===== config.mk =====
export PLATFORM = sky130hd
export DESIGN_NAME = tap_tempo_metronome
export DESIGN_NICKNAME = d
export VERILOG_FILES = /design/src/rtl/ttm_pkg.sv /design/src/rtl/tap_tempo_metronome.sv /design/src/rtl/ttm_div.sv /design/src/rtl/ttm_dp.sv /design/src/rtl/ttm_ctrl.sv
export VERILOG_INCLUDE_DIRS = /design/src /design/src/rtl
export SDC_FILE = /design/constraint.sdc
export NUM_CORES = 1
export LEC_CHECK = 0
export ABC_CLOCK_PERIOD_IN_PS = 19260
export BUFFER_PORTS_ARGS = -buffer_cell sky130_fd_sc_hd__buf_2
export CAP_MARGIN = 20
export CORE_MARGIN = 3
export CORE_UTILIZATION = 35
export CTS_CLUSTER_SIZE = 28
export DETAILED_ROUTE_END_ITERATION = 16
export GPL_ROUTABILITY_DRIVEN = 0
export PLACE_DENSITY = 0.59
export SLEW_MARGIN = 30
export SYNTH_ARGS = -nofsm -noshare
export SYNTH_HDL_FRONTEND = slang
export SYNTH_SLANG_ARGS = --single-unit

===== constraint.sdc =====
create_clock -name clk -period 19.26 [get_ports clk]
set_input_delay 3.852 -clock clk [delete_from_list [all_inputs] [get_ports clk]]
set_output_delay 3.852 -clock clk [all_outputs]
set_load 0.1 [all_outputs]

===== src/rtl/tap_tempo_metronome_defines.svh =====
// Assertion macros shared by the metronome RTL.
// They expect the clock to be named clk and the reset to be named arst_n.
`ifndef TAP_TEMPO_METRONOME_DEFINES_SVH
`define TAP_TEMPO_METRONOME_DEFINES_SVH

// The consequent must hold in the same cycle as the antecedent.
`define TTM_ASSERT_IMP(lbl, ante, cons, msg) \
	lbl: assert property (@(posedge clk) disable iff (!arst_n) (ante) |-> (cons)) \
		else $error(msg);

// The consequent must hold in the cycle after the antecedent.
`define TTM_ASSERT_NXT(lbl, ante, cons, msg) \
	lbl: assert property (@(posedge clk) disable iff (!arst_n) (ante) |=> (cons)) \
		else $error(msg);

`endif


===== src/rtl/ttm_pkg.sv =====
`default_nettype none

package ttm_pkg;

	// Operation codes of an input word.
	typedef enum logic [1:0] {
		OP_TICK       = 2'd0,
		OP_START_STOP = 2'd1,
		OP_ENTER_TAP  = 2'd2,
		OP_TAP        = 2'd3
	} op_t;

	// Operating modes.
	typedef enum logic [1:0] {
		MODE_WAIT = 2'd0,
		MODE_RUN  = 2'd1,
		MODE_TAP  = 2'd2
	} mode_t;

	// Configuration register indexes.
	typedef enum logic [1:0] {
		REG_BEATS_PER_BAR = 2'd0,
		REG_SOUND_ENABLE  = 2'd1,
		REG_PRESET_BPM    = 2'd2
	} reg_index_t;

	// Field widths.
	localparam int BPM_W      = 8;
	localparam int BAR_W      = 4;
	localparam int SEC_W      = 6;
	localparam int SUB_W      = 6;
	localparam int MODE_W     = 2;
	localparam int CFG_IDX_W  = 2;
	localparam int CFG_DATA_W = 8;
	localparam int MS_W       = 16;
	localparam int TAPS_W     = 8;
	localparam int AVG_W      = 16;

	// The beat fraction is a full signed word: a tempo written while running
	// changes the subtrahend but not the remainder, so the fraction can drift.
	localparam int ACC_W      = 32;

	// Divider operand widths: the tap numerator reaches 60000 * 254.
	localparam int DIVIDEND_W = 24;
	localparam int DIVISOR_W  = 16;

	// Tempo constants.
	localparam logic [BPM_W-1:0] DEFAULT_BPM = 8'd120;
	localparam logic [BPM_W-1:0] BPM_MIN     = 8'd30;
	localparam logic [BAR_W-1:0] DEFAULT_BAR = 4'd4;
	localparam logic [MS_W-1:0]  MS_PER_MIN  = 16'd60000;
	localparam logic [9:0]       MS_PER_SEC  = 10'd1000;

	// Commands from the controller to the datapath.
	typedef struct packed {
		logic capture;
		logic div_start;
		logic commit;
	} ttm_cmd_t;

	// Status from the datapath to the controller.
	typedef struct packed {
		logic need_div;
		logic div_done;
	} ttm_status_t;

endpackage

`default_nettype wire


===== src/rtl/tap_tempo_metronome.sv =====
`default_nettype none

// Tap-tempo metronome driven by one word per tick, start/stop, tap-mode entry or tap.
// Each word yields exactly one result word. A word that needs no division goes from
// the execute state straight to the done state, where its result is registered.
// A start, and a tap in tap mode that is timed against an earlier tap over a nonzero
// interval, run the shared radix-2 restoring divider, 24 steps of one quotient bit
// each, in the divide state before the done state, whether or not the averaged
// tempo is accepted. A result that still waits on out_ready holds back the commit
// of the following word for as long as the stall lasts.
// The next word is taken as soon as the previous result is registered, even while
// that result still waits on out_ready. Configuration registers may be written
// only while no word is in flight; a write to preset_bpm takes effect at once.
module tap_tempo_metronome
	import ttm_pkg::*;
#(
	parameter int TICK_RATE          = 64,
	parameter int TAP_WINDOW_SECONDS = 3
) (
	input  wire logic                  clk,
	input  wire logic                  arst_n,
	input  wire logic                  in_valid,
	output logic                       in_ready,
	input  wire logic [1:0]            op,
	input  wire logic [SEC_W-1:0]      tap_second,
	input  wire logic [SUB_W-1:0]      tap_subsecond,
	output logic                       out_valid,
	input  wire logic                  out_ready,
	output logic                       beat_pulse,
	output logic                       accent,
	output logic                       sound_pulse,
	output logic                       blank_display,
	output logic                       tempo_updated,
	output logic [MODE_W-1:0]          run_mode,
	output logic [BPM_W-1:0]           tempo,
	output logic                       tap_timeout_active,
	input  wire logic                  cfg_wr_en,
	input  wire logic [CFG_IDX_W-1:0]  cfg_index,
	input  wire logic [CFG_DATA_W-1:0] cfg_data
);

	ttm_cmd_t    cmd;
	ttm_status_t status;

	// Sequencer and handshakes.
	ttm_ctrl u_ctrl (
		.clk       (clk),
		.arst_n    (arst_n),
		.in_valid  (in_valid),
		.in_ready  (in_ready),
		.out_valid (out_valid),
		.out_ready (out_ready),
		.status    (status),
		.cmd       (cmd)
	);

	// Metronome state, tap timing and divider.
	ttm_dp #(
		.TICK_RATE          (TICK_RATE),
		.TAP_WINDOW_SECONDS (TAP_WINDOW_SECONDS)
	) u_dp (
		.clk                (clk),
		.arst_n             (arst_n),
		.cmd                (cmd),
		.status             (status),
		.op                 (op),
		.tap_second         (tap_second),
		.tap_subsecond      (tap_subsecond),
		.cfg_wr_en          (cfg_wr_en),
		.cfg_index          (cfg_index),
		.cfg_data           (cfg_data),
		.beat_pulse         (beat_pulse),
		.accent             (accent),
		.sound_pulse        (sound_pulse),
		.blank_display      (blank_display),
		.tempo_updated      (tempo_updated),
		.run_mode           (run_mode),
		.tempo              (tempo),
		.tap_timeout_active (tap_timeout_active)
	);

endmodule

`default_nettype wire


===== src/rtl/ttm_div.sv =====
`default_nettype none

module ttm_div
	import ttm_pkg::*;
(
	input  wire logic                  clk,
	input  wire logic                  arst_n,
	input  wire logic                  start,
	input  wire logic [DIVIDEND_W-1:0] dividend,
	input  wire logic [DIVISOR_W-1:0]  divisor,
	output logic                       done,
	output logic [DIVIDEND_W-1:0]      quotient,
	output logic [DIVISOR_W-1:0]       remainder
);

	localparam int CNT_W = $clog2(DIVIDEND_W);

	logic                  busy_q;
	logic                  done_q;
	logic [CNT_W-1:0]      cnt_q;
	logic [DIVIDEND_W-1:0] quo_q;
	logic [DIVISOR_W-1:0]  rem_q;
	logic [DIVISOR_W-1:0]  dsr_q;

	logic [DIVISOR_W:0]    partial;
	logic [DIVISOR_W:0]    trial;
	logic                  fits;

	// One restoring step: bring down the next dividend bit and try the divisor.
	always_comb begin
		partial = {rem_q, quo_q[DIVIDEND_W-1]};
		trial   = partial - {1'b0, dsr_q};
		fits    = !trial[DIVISOR_W];
	end

	// Step counter and completion pulse.
	always_ff @(posedge clk or negedge arst_n) begin
		if (!arst_n) begin
			busy_q <= 1'b0;
			done_q <= 1'b0;
			cnt_q  <= '0;
		end else if (start) begin
			busy_q <= 1'b1;
			done_q <= 1'b0;
			cnt_q  <= '0;
		end else if (busy_q) begin
			cnt_q <= cnt_q + CNT_W'(1);
			if (cnt_q == CNT_W'(DIVIDEND_W - 1)) begin
				busy_q <= 1'b0;
				done_q <= 1'b1;
			end
		end else begin
			done_q <= 1'b0;
		end
	end

	// Operand and partial-remainder registers.
	always_ff @(posedge clk) begin
		if (start) begin
			quo_q <= dividend;
			rem_q <= '0;
			dsr_q <= divisor;
		end else if (busy_q) begin
			quo_q <= {quo_q[DIVIDEND_W-2:0], fits};
			rem_q <= fits ? trial[DIVISOR_W-1:0] : partial[DIVISOR_W-1:0];
		end
	end

	assign done      = done_q;
	assign quotient  = quo_q;
	assign remainder = rem_q;

endmodule

`default_nettype wire


===== src/rtl/ttm_dp.sv =====
`default_nettype none

module ttm_dp
	import ttm_pkg::*;
#(
	parameter int TICK_RATE          = 64,
	parameter int TAP_WINDOW_SECONDS = 3
) (
	input  wire logic                  clk,
	input  wire logic                  arst_n,
	input  wire ttm_cmd_t              cmd,
	output ttm_status_t                status,
	input  wire logic [1:0]            op,
	input  wire logic [SEC_W-1:0]      tap_second,
	input  wire logic [SUB_W-1:0]      tap_subsecond,
	input  wire logic                  cfg_wr_en,
	input  wire logic [CFG_IDX_W-1:0]  cfg_index,
	input  wire logic [CFG_DATA_W-1:0] cfg_data,
	output logic                       beat_pulse,
	output logic                       accent,
	output logic                       sound_pulse,
	output logic                       blank_display,
	output logic                       tempo_updated,
	output logic [MODE_W-1:0]          run_mode,
	output logic [BPM_W-1:0]           tempo,
	output logic                       tap_timeout_active
);

	localparam int TOTAL_TICKS = 60 * TICK_RATE;
	localparam int CNT_W       = $clog2(TOTAL_TICKS + 2);
	localparam int HALF_W      = CNT_W - 1;
	localparam int WIN_LOAD    = TAP_WINDOW_SECONDS * TICK_RATE;
	localparam int WIN_W       = $clog2(WIN_LOAD + 1);
	localparam int SUB_MS_MAX  = ((2 ** SUB_W - 1) * 1000) / TICK_RATE;
	localparam int SUB_MS_W    = $clog2(SUB_MS_MAX + 1);
	localparam int RAW_MS_MAX  = (2 ** SEC_W - 1) * 1000 + SUB_MS_MAX;
	localparam int RAW_MS_W    = $clog2(RAW_MS_MAX + 1);

	// Captured input word.
	op_t              op_q;
	logic [SEC_W-1:0] sec_q;
	logic [SUB_W-1:0] sub_q;

	// Configuration and metronome state.
	logic [BAR_W-1:0]  bpb_q;
	logic              snd_q;
	logic [BPM_W-1:0]  bpm_q;
	mode_t             mode_q;
	logic [CNT_W-1:0]  period_q;
	logic [BPM_W-1:0]  prem_q;
	logic [CNT_W-1:0]  tick_q;
	logic [HALF_W-1:0] half_q;
	logic [ACC_W-1:0]  acc_q;
	logic [BAR_W-1:0]  idx_q;
	logic [MS_W-1:0]   first_q;
	logic [TAPS_W-1:0] taps_q;
	logic [WIN_W-1:0]  win_q;

	// Result register.
	logic              res_beat_q;
	logic              res_accent_q;
	logic              res_sound_q;
	logic              res_blank_q;
	logic              res_updated_q;
	mode_t             res_mode_q;
	logic [BPM_W-1:0]  res_tempo_q;
	logic              res_win_q;

	// Next-state values.
	logic [BPM_W-1:0]  bpm_d;
	mode_t             mode_d;
	logic [CNT_W-1:0]  period_d;
	logic [BPM_W-1:0]  prem_d;
	logic [CNT_W-1:0]  tick_d;
	logic [HALF_W-1:0] half_d;
	logic [ACC_W-1:0]  acc_d;
	logic [BAR_W-1:0]  idx_d;
	logic [MS_W-1:0]   first_d;
	logic [TAPS_W-1:0] taps_d;
	logic [WIN_W-1:0]  win_d;
	logic              beat_d;
	logic              accent_d;
	logic              blank_d;
	logic              updated_d;

	// Divider connections.
	logic [DIVIDEND_W-1:0] div_dividend;
	logic [DIVISOR_W-1:0]  div_divisor;
	logic [DIVIDEND_W-1:0] div_quotient;
	logic [DIVISOR_W-1:0]  div_remainder;
	logic                  div_done;

	// Tap timing.
	logic [SUB_MS_W-1:0] sub_ms_tab [2**SUB_W];
	logic [RAW_MS_W-1:0] raw_ms;
	logic [MS_W-1:0]     now_ms;
	logic [MS_W-1:0]     tap_first;
	logic [MS_W-1:0]     elapsed;
	logic [TAPS_W-1:0]   taps_next;
	logic                tap_live;
	logic                tap_div;
	logic [AVG_W-1:0]    avg;
	logic                avg_ok;

	// Run timing.
	logic signed [ACC_W-1:0] acc_x100;
	logic [14:0]         bpm_x99;
	logic                long_beat;
	logic [CNT_W-1:0]    target;
	logic [CNT_W-1:0]    tc1;
	logic [BPM_W-1:0]    bpm_eff;
	logic                start_go;

	// Capture the accepted input word.
	always_ff @(posedge clk) begin
		if (cmd.capture) begin
			op_q  <= op_t'(op);
			sec_q <= tap_second;
			sub_q <= tap_subsecond;
		end
	end

	// Milliseconds of each subsecond count, fixed at elaboration.
	for (genvar gi = 0; gi < 2 ** SUB_W; gi++) begin : g_sub_ms
		localparam int SubMs = (gi * 1000) / TICK_RATE;
		assign sub_ms_tab[gi] = SUB_MS_W'(SubMs);
	end

	// Tap time in milliseconds within the minute, and time since the first tap.
	always_comb begin
		raw_ms    = RAW_MS_W'(sec_q) * RAW_MS_W'(MS_PER_SEC) + RAW_MS_W'(sub_ms_tab[sub_q]);
		now_ms    = (raw_ms >= RAW_MS_W'(MS_PER_MIN)) ? MS_W'(raw_ms - RAW_MS_W'(MS_PER_MIN))
			: MS_W'(raw_ms);
		tap_first = (taps_q == '0) ? now_ms : first_q;
		elapsed   = (now_ms >= tap_first) ? now_ms - tap_first
			: (MS_PER_MIN - tap_first) + now_ms;
		taps_next = taps_q + TAPS_W'(1);
		tap_live  = (mode_q == MODE_TAP);
		tap_div   = (elapsed != '0) && (taps_next > TAPS_W'(1));
		avg       = div_quotient[AVG_W-1:0];
		avg_ok    = (avg[AVG_W-1:BPM_W] == '0) && (avg[BPM_W-1:0] >= BPM_MIN);
	end

	// Start decision and the tempo used for it.
	always_comb begin
		bpm_eff  = (bpm_q == '0) ? DEFAULT_BPM : bpm_q;
		start_go = (win_q != '0) || (mode_q != MODE_RUN);
	end

	// A beat runs one tick long once the fraction reaches 0.99 of a tick.
	always_comb begin
		acc_x100  = $signed(acc_q) * $signed(ACC_W'(100));
		bpm_x99   = 15'(16'(bpm_q) * 16'd99);
		long_beat = acc_x100 >= $signed(ACC_W'(bpm_x99));
		target    = period_q + CNT_W'(long_beat);
		tc1       = tick_q + CNT_W'(1);
	end

	// Divider operands: the tap average or the beat period.
	always_comb begin
		if (op_q == OP_TAP) begin
			div_dividend = DIVIDEND_W'(MS_PER_MIN * DIVIDEND_W'(taps_q));
			div_divisor  = elapsed;
		end else begin
			div_dividend = DIVIDEND_W'(TOTAL_TICKS);
			div_divisor  = DIVISOR_W'(bpm_eff);
		end
	end

	always_comb begin
		status.need_div = ((op_q == OP_START_STOP) && start_go)
			|| ((op_q == OP_TAP) && tap_live && tap_div);
		status.div_done = div_done;
	end

	ttm_div u_div (
		.clk       (clk),
		.arst_n    (arst_n),
		.start     (cmd.div_start),
		.dividend  (div_dividend),
		.divisor   (div_divisor),
		.done      (div_done),
		.quotient  (div_quotient),
		.remainder (div_remainder)
	);

	// Next state and result fields for the captured word.
	always_comb begin
		bpm_d     = bpm_q;
		mode_d    = mode_q;
		period_d  = period_q;
		prem_d    = prem_q;
		tick_d    = tick_q;
		half_d    = half_q;
		acc_d     = acc_q;
		idx_d     = idx_q;
		first_d   = first_q;
		taps_d    = taps_q;
		win_d     = win_q;
		beat_d    = 1'b0;
		accent_d  = 1'b0;
		blank_d   = 1'b0;
		updated_d = 1'b0;
		unique case (op_q)
			OP_TICK: begin
				if (mode_q == MODE_RUN) begin
					if (tc1 >= target) begin
						beat_d   = 1'b1;
						accent_d = (idx_q == BAR_W'(1));
						tick_d   = '0;
						acc_d    = acc_q - (long_beat ? ACC_W'(bpm_q) : '0) + ACC_W'(prem_q);
						idx_d    = (idx_q < bpb_q) ? idx_q + BAR_W'(1) : BAR_W'(1);
					end else begin
						tick_d  = tc1;
						blank_d = (tc1 == {1'b0, half_q});
					end
				end else if (win_q != '0) begin
					win_d = win_q - WIN_W'(1);
					if (win_q == WIN_W'(1)) begin
						mode_d = MODE_WAIT;
					end
				end
			end
			OP_START_STOP: begin
				win_d = '0;
				if (start_go) begin
					bpm_d    = bpm_eff;
					mode_d   = MODE_RUN;
					period_d = div_quotient[CNT_W-1:0];
					prem_d   = div_remainder[BPM_W-1:0];
					tick_d   = '0;
					half_d   = div_quotient[CNT_W-1:1];
					acc_d    = '0;
					idx_d    = BAR_W'(1);
				end else begin
					mode_d = MODE_WAIT;
				end
			end
			OP_ENTER_TAP: begin
				if (mode_q == MODE_WAIT) begin
					mode_d  = MODE_TAP;
					taps_d  = '0;
					first_d = '0;
					win_d   = WIN_W'(WIN_LOAD);
				end
			end
			OP_TAP: begin
				if (tap_live) begin
					first_d = tap_first;
					taps_d  = taps_next;
					win_d   = WIN_W'(WIN_LOAD);
					if (tap_div && avg_ok) begin
						bpm_d     = avg[BPM_W-1:0];
						updated_d = 1'b1;
					end
				end
			end
		endcase
	end

	// State update on commit, register writes in cycles without a commit.
	always_ff @(posedge clk or negedge arst_n) begin
		if (!arst_n) begin
			bpb_q    <= DEFAULT_BAR;
			snd_q    <= 1'b1;
			bpm_q    <= DEFAULT_BPM;
			mode_q   <= MODE_WAIT;
			period_q <= '0;
			prem_q   <= '0;
			tick_q   <= '0;
			half_q   <= '0;
			acc_q    <= '0;
			idx_q    <= BAR_W'(1);
			first_q  <= '0;
			taps_q   <= '0;
			win_q    <= '0;
		end else if (cmd.commit) begin
			bpm_q    <= bpm_d;
			mode_q   <= mode_d;
			period_q <= period_d;
			prem_q   <= prem_d;
			tick_q   <= tick_d;
			half_q   <= half_d;
			acc_q    <= acc_d;
			idx_q    <= idx_d;
			first_q  <= first_d;
			taps_q   <= taps_d;
			win_q    <= win_d;
		end else if (cfg_wr_en) begin
			unique case (cfg_index)
				REG_BEATS_PER_BAR: bpb_q <= cfg_data[BAR_W-1:0];
				REG_SOUND_ENABLE:  snd_q <= cfg_data[0];
				REG_PRESET_BPM:    bpm_q <= cfg_data[BPM_W-1:0];
				default: ;
			endcase
		end
	end

	// Result register, loaded together with the state.
	always_ff @(posedge clk) begin
		if (cmd.commit) begin
			res_beat_q    <= beat_d;
			res_accent_q  <= accent_d;
			res_sound_q   <= beat_d & snd_q;
			res_blank_q   <= blank_d;
			res_updated_q <= updated_d;
			res_mode_q    <= mode_d;
			res_tempo_q   <= bpm_d;
			res_win_q     <= (win_d != '0);
		end
	end

	assign beat_pulse         = res_beat_q;
	assign accent             = res_accent_q;
	assign sound_pulse        = res_sound_q;
	assign blank_display      = res_blank_q;
	assign tempo_updated      = res_updated_q;
	assign run_mode           = res_mode_q;
	assign tempo              = res_tempo_q;
	assign tap_timeout_active = res_win_q;

endmodule

`default_nettype wire


===== src/rtl/ttm_ctrl.sv =====
`default_nettype none

`include "tap_tempo_metronome_defines.svh"

module ttm_ctrl
	import ttm_pkg::*;
(
	input  wire logic        clk,
	input  wire logic        arst_n,
	input  wire logic        in_valid,
	output logic             in_ready,
	output logic             out_valid,
	input  wire logic        out_ready,
	input  wire ttm_status_t status,
	output ttm_cmd_t         cmd
);

	typedef enum logic [3:0] {
		ST_IDLE = 4'b0001,
		ST_EXEC = 4'b0010,
		ST_DIV  = 4'b0100,
		ST_DONE = 4'b1000
	} ctrl_state_t;

	ctrl_state_t state_q;
	ctrl_state_t state_d;
	logic        out_valid_q;

	// Commands to the datapath.
	always_comb begin
		in_ready      = (state_q == ST_IDLE);
		cmd.capture   = in_valid && in_ready;
		cmd.div_start = (state_q == ST_EXEC) && status.need_div;
		cmd.commit    = (state_q == ST_DONE) && (!out_valid_q || out_ready);
	end

	// Sequencing of one word: capture, optional divide, commit.
	always_comb begin
		state_d = state_q;
		unique case (state_q)
			ST_IDLE: if (cmd.capture) state_d = ST_EXEC;
			ST_EXEC: state_d = status.need_div ? ST_DIV : ST_DONE;
			ST_DIV:  if (status.div_done) state_d = ST_DONE;
			ST_DONE: if (cmd.commit) state_d = ST_IDLE;
			default: state_d = ST_IDLE;
		endcase
	end

	always_ff @(posedge clk or negedge arst_n) begin
		if (!arst_n) begin
			state_q     <= ST_IDLE;
			out_valid_q <= 1'b0;
		end else begin
			state_q <= state_d;
			if (cmd.commit) begin
				out_valid_q <= 1'b1;
			end else if (out_ready) begin
				out_valid_q <= 1'b0;
			end
		end
	end

	assign out_valid = out_valid_q;

	`TTM_ASSERT_NXT(a_capture_to_exec, cmd.capture, state_q == ST_EXEC, "capture did not start work")
	`TTM_ASSERT_IMP(a_no_overwrite, out_valid_q && !out_ready, !cmd.commit, "result overwritten")
	`TTM_ASSERT_NXT(a_commit_shows, cmd.commit, out_valid_q, "committed result not presented")
	`TTM_ASSERT_IMP(a_done_in_div, status.div_done, state_q == ST_DIV, "divider done outside wait")

endmodule

`default_nettype wire

# [After elaboration in Yosys (flattened, before gate mapping)]
# Memories as Yosys holds them, arrays and structs flattened.
# Index checks and enable logic that the tools add are counted.
[word_totals] regBits=224 latch_bits=0 ram_bits=0 romBits=640 inputBits=29 output_inout_bits=18 elab_cells=198 memories=1
[op_classes] addsub=14 n_mul=4 div_mod_pow=0 order_cmp=8 eq_ne=25 shifts=0 mux=68 bitwise=5 n_reduce_logical=40
[memory_table] name="(name not given)" depth=64 word_bits=10 rd=1 rd_clocked_by_memory_dff=0 wr=0 line_no="ttm_dp.sv:131" source="raw_ms = RAW_MS_W'(sec_q) * RAW_MS_W'(MS_PER_SEC) + RAW_MS_W'(sub_ms_tab[sub_q]);"
[ops] op="8-bit two-way mux" n=15
[ops] op="16-bit two-way mux" n=6
[ops] op="32-bit two-way mux" n=3
[ops] op="24-bit two-way mux" n=3
[ops] op="32-bit one-hot mux with 2 select lines" n=1
[ops] op="12-bit two-way mux" n=3
[ops] op="32-bit by 8-bit adder with 32-bit output" n=1
[ops] op="32-bit by 16-bit >= comparator with 1-bit output" n=1
[ops] op="32-bit by 6-bit multiplier with 30-bit output, second input constant" n=1
[ops] op="4-bit two-way mux" n=8
[ops] op="16-bit one-hot mux with 2 select lines" n=1
[ops] op="8-bit one-hot mux with 2 select lines" n=2
[ops] op="8-bit one-hot mux with 4 select lines" n=1
[ops] op="32-bit subtractor" n=1
[ops] op="8-bit logical NOT" n=3
[ops] op="12-bit one-hot mux with 2 select lines" n=1
[ops] op="10-bit two-way mux" n=2
[ops] op="11-bit by 8-bit multiplier with 19-bit output, first input constant" n=1
[ops] op="17-bit by 16-bit subtractor with 17-bit output" n=1
[ops] op="16-bit by 10-bit adder with 16-bit output" n=1
[ops] op="16-bit adder" n=1
[ops] op="16-bit >= comparator" n=1
[ops] op="16-bit >= comparator, second input constant" n=1
[ops] op="2-bit by 1-bit != test with 1-bit output, second input constant" n=8
[ops] op="48 further kinds" n=97

# [Logic depth before layout (Yosys ltp)]
[logic_depth] ltp_word=18 ltp_mapped=48 ltp_nobuf=47

# [Cells and area by module]
# From an unflattened synthesis, not the netlist that was laid out.
[unflattened] cells_unflattened=2543 hier_area_um2=22420.3
[modules_own_cells] module="ttm_dp" n_inst=1 cells_each=2209 area_per_inst_um2=18702.9 seq_area_each_um2=3737.3
[modules_own_cells] module="ttm_div" n_inst=1 cells_each=305 area_per_inst_um2=3437.0 seq_area_each_um2=1696.6
[modules_own_cells] module="ttm_ctrl" n_inst=1 cells_each=29 area_per_inst_um2=280.3 seq_area_each_um2=126.4

# [Least setup slack after synthesis]
# No wires, ideal clock.
[synth_path] kind="reg2reg" start="register u_dp.bpm_q[1]" end="register u_dp.acc_q[27]" setup_time_ps=133 arrival_ps=9677 t_required_ps=19127 setup_slack_ps=9450 path_stages_with_launch=48 n_path_buf=1 synth_period_minus_slack_ps=9810 cell_sequence="dfrtp_1 -> ha_1 -> inv_1 -> fa_1 -> inv_1 -> ha_1 -> inv_1 -> fa_1 -> inv_1 -> ha_1 -> o21ai_0 -> a21oi_1 -> o21ai_0 -> a21oi_1 -> o21ai_0 -> nand2b_1 -> a21o_1 -> a21oi_1 -> (+12 left out) -> fa_1 -> inv_1 -> ha_1 -> a21o_1 -> a21o_1 -> a2111oi_0 -> o21bai_1 -> a21o_1 -> a21o_1 -> a31oi_1 -> o21bai_1 -> a31o_2 -> o21ai_0 -> a21o_1 -> nand2_1 -> a311o_1 -> o21ai_0 -> o22ai_1"
[synth_between] elab_chain_len=8 word_cells_on_any_way=12 classes_between="3 x add/sub; 1 x mul; 2 x order compare; 1 x eq/ne; 4 x mux; 1 x reduce/logical"
[synth_rtl] element="from (decl)" line_no="ttm_dp.sv:47" source="logic [BPM_W-1:0] bpm_q;"
[synth_rtl] element="from (signal assigned)" line_no="ttm_dp.sv:278" source="bpm_q <= bpm_d;"
[synth_rtl] element="from (signal assigned)" line_no="ttm_dp.sv:293" source="REG_PRESET_BPM: bpm_q <= cfg_data[BPM_W-1:0];"
[synth_rtl] element="8-bit by 7-bit multiplier with 15-bit output" line_no="ttm_dp.sv:153" source="bpm_x99 = 15'(16'(bpm_q) * 16'd99);"
[synth_rtl] element="32-bit by 16-bit >= comparator with 1-bit output" line_no="ttm_dp.sv:154" source="long_beat = acc_x100 >= $signed(ACC_W'(bpm_x99));"
[synth_rtl] element="8-bit two-way mux" line_no="ttm_dp.sv:211" source="acc_d = acc_q - (long_beat ? ACC_W'(bpm_q) : '0) + ACC_W'(prem_q);"
[synth_rtl] element="32-bit subtractor" line_no="ttm_dp.sv:211"
[synth_rtl] element="32-bit by 8-bit adder with 32-bit output" line_no="ttm_dp.sv:211"
[synth_rtl] element="32-bit two-way mux" line_no="ttm_dp.sv:207" source="if (tc1 >= target) begin"
[synth_rtl] element="32-bit two-way mux" line_no="ttm_dp.sv:206" source="if (mode_q == MODE_RUN) begin"
[synth_rtl] element="32-bit one-hot mux with 2 select lines" line_no="ttm_dp.sv:204" source="unique case (op_q)"
[synth_rtl] element="to (signal assigned)" line_no="ttm_dp.sv:272" source="acc_q <= '0;"
[synth_rtl] element="to (signal assigned)" line_no="ttm_dp.sv:284" source="acc_q <= acc_d;"
[synth_rtl] element="to (decl)" line_no="ttm_dp.sv:53" source="logic [ACC_W-1:0] acc_q;"
# Several ways; a longest one is shown, not always the timed one. The select of a mux whose other input is x is not followed.
# A chain may end at the register's enable or synchronous reset.

# [Final worst setup path]
[layout_path] start="register u_dp.bpm_q[2]" end="register u_dp.acc_q[27]"
# Same word-level chain as after synthesis.

==> metrics.yaml <==
synthesis:
  ys.warnings.count: 0
  yosys-top-cells-area: "ha_1, dfrtp_1, edfxtp_1, fa_1, inv_1"
  yosysMostFrequentCell: "inv_1"
  synthCells: 2501
  yosysUniqueCellTypes: 89
  synth_top_cell_by_area: "ha_1"
  synthArstFlopShare: 0.5924
  syn_avg_cell_area_um2: 8.818
  synth_simple_gate_area_frac: 0.1396
  synth_top_family_by_area: "adder cells"
  ys.flop_type: "dfrtp_1"
  muxShareOfSynthArea: 0.04453
  synth_compound_area_frac: 0.1667
  synth_fa_ha_area_frac: 0.2648
  synth_top_area_frac: 0.1895
  synth_common_cells: "inv_1, ha_1, nor2_1, o21ai_0, nand2_1"
  synth-xor-area-share: 0.05588
  synthesis.nets: 2947
  synth-edff-count: 70
  synth-seq-cells: 211
  syn_area_um2: 22050
  yosysSeqAreaShare: 0.2521
clock_network:
  htreeDepth: 1
  clock_sinks: 211
  ctsResizeCount: 0
  cts_tree: "done"
  path_clk_slew_ps: 70
  root_buffer: "clkbuf_16"
  clk_latency_ps: 570
  cts_setup_buffers: 0
  cts_buffers: 27
  clk_path_buf_depth: 3
  postCtsHoldBufs: 0
global_routing:
  grt_pass1_wl_mm: 88.77
  grt_max_degree: 68
  grt_usage: 0.1607
  overflow: 0
  antenna_found_initial: 1
  grt_pass1_vias: 17390
timing:
  finalCritPeriodShare: 0.5770
  finalCriticalPeriod_ps: 11110
  slew_violations: 0
  worst_slew_pin_slew_ps: 1069
  clock.fmax_ghz: 0.08999
  setup_viol: 0
  hold_violations: 0
  clock_skew_ps: 23.91
  finalSetupTns_ps: 0
  slew_headroom: 0.2692
  rsz0062_at_grt: "false"
routing:
  drc: 0
  drtAntennaViolNets: 0
  post_drt_wl_per_cell_um: 15.79
  routed_wl_mm: 53.55
  firstDrtPassIters: 7
  vias: 17650
  vias_per_cell: 5.206
  drtIter0Drc: 860
critical_path:
  critPathLaunchType: "flip-flop"
  critPathArrivalTime_ps: 11560
  crit_path_top_delay_cell: "a2111oi_1"
  path_class: "reg -> reg"
  required_ps: 19700
  cp-end-kind: "flip-flop"
  critPathMaxStageDelay_ps: 650
  cp_max_fo: 9
place:
  port_buffers: 46
  hpwl_mm: 42.37
run_status:
  status: "finished clean"
die:
  die_h_um: 257.0
  rows: 91
  start_util: 0.3554
  die-area_um2: 66060
  io_pins: 47
  coreArea_um2: 62050
  fp.dieW_um: 257.0
layout:
  drive_above_1_share: 0.07244
  n_antenna_cell: 0
  syn2layout_area_growth_pct: 10.05
  fin_nets: 2979
flow_run:
  max-cap-violations: 0
min_path:
  hold_class: "reg -> reg"
-- cell type report --
type,count,area [um^2]
fill,6209,37780
multi-input combinational,1844,14850
sequential,211,5560
inverter,390,1464
tap,837,1047
clock buffer,33,769.5
timing repair buffer,59,337.8
clock inverter,17,239.0
-- stage by stage --
step | std cells | hold WS, ps | cell area (um^2) | worst slack [ps] | utilization
after detailed placement | 3341 | 471.2 | 23240 | 8171 | 0.3745
after CTS | 3391 | 483.4 | 24250 | 8111 | 0.3908
after global routing | 3391 | 510.3 | 24270 | 7180 | 0.3911
after floorplan | 2501 | 449.2 | 22050 | 9450 | -
after global placement | 3340 | 463.0 | 23220 | 8118 | 0.3741
final | 3391 | 483.9 | 24270 | 8147 | 0.3911
-- worst max-delay path, delay by kind of cell, from the launching register on --
family	cells	cell delay [ps]
flops	1	450
xor+xnor	1	160
fa+ha+maj	8	2970
compound gates	26	5920
simple gates	5	1150
buf+inv	6	330
-- flip-flops by register name, indices dropped and copies added (netlist names), 11 cells and up --
signal                count
u_dp.u_div.remainder     16
u_dp.u_div.quotient      24
u_dp.half_q              11
u_dp.u_div.dsr_q         16
u_dp.first_q             16
u_dp.tick_q              12
u_dp.acc_q               30
-- metal layers --
metal  wire length, um  up-vias  track usage
met5                 0        -            0
met4              1137        0      0.03575
met3              2490       68      0.02018
met2             24520      356       0.2693
met1             25400     8504       0.2215
li1                  -     8725            -
-- worst paths after layout --
check | start | to | slack (ps) | cells past startpoint
max in group asynchronous | arst_n | u_dp.half_q[8]$_DFFE_PN0P_ | 14870 | 2
min in group asynchronous | arst_n | u_dp.acc_q[21]$_DFFE_PN0P_ | 3280 | 1
min | u_dp.first_q[0]$_DFFE_PN0P_ | u_dp.first_q[0]$_DFFE_PN0P_ | 480 | 2
min reg2reg | u_dp.first_q[0]$_DFFE_PN0P_ | u_dp.first_q[0]$_DFFE_PN0P_ | 480 | 2
max reg2reg | u_dp.bpm_q[2]$_DFFE_PN0P_ | u_dp.acc_q[27]$_DFFE_PN0P_ | 8150 | 46
max | u_dp.bpm_q[2]$_DFFE_PN0P_ | u_dp.acc_q[27]$_DFFE_PN0P_ | 8150 | 46
-- cell families (layout without fill, tap and decap cells) --
group                    after synthesis  after routing
buffers and inverters                446            499
flip-flops                           211            211
AND/OR/NAND/NOR                      629            629
multiplexers                          91             91
XOR/XNOR                             139            139
AO/OA/AOI/OAI                        568            568
adder cells (fa/ha/maj)              417            417
-- cell usage in the layout, fill, tap and decap left out, types with 16 or more instances in the layout --
master / netlist / routed
a211oi_1: 26 / 26
a21boi_0: 19 / 19
a21o_1: 53 / 53
a21oi_1: 122 / 122
a31oi_1: 17 / 17
buf_2: 2 / 45
clkbuf_16: 0 / 28
dfrtp_1: 117 / 117
dfxtp_1: 16 / 16
edfxtp_1: 70 / 70
fa_1: 83 / 83
ha_1: 334 / 334
inv_1: 389 / 389
mux2_1: 16 / 16
mux2_2: 29 / 29
mux2i_1: 43 / 43
nand2_1: 157 / 156
nand2b_1: 42 / 42
nand3_1: 42 / 41
nand4_1: 20 / 20
nor2_1: 171 / 171
nor2b_1: 24 / 24
nor3_1: 57 / 57
o21a_1: 16 / 16
o21ai_0: 163 / 163
o22ai_1: 28 / 28
or3_1: 18 / 18
xnor2_1: 80 / 79
xor2_1: 57 / 57
Power is not shown: default switching activity piles up to over one toggle a cycle in this logic, so the estimate is an artifact.
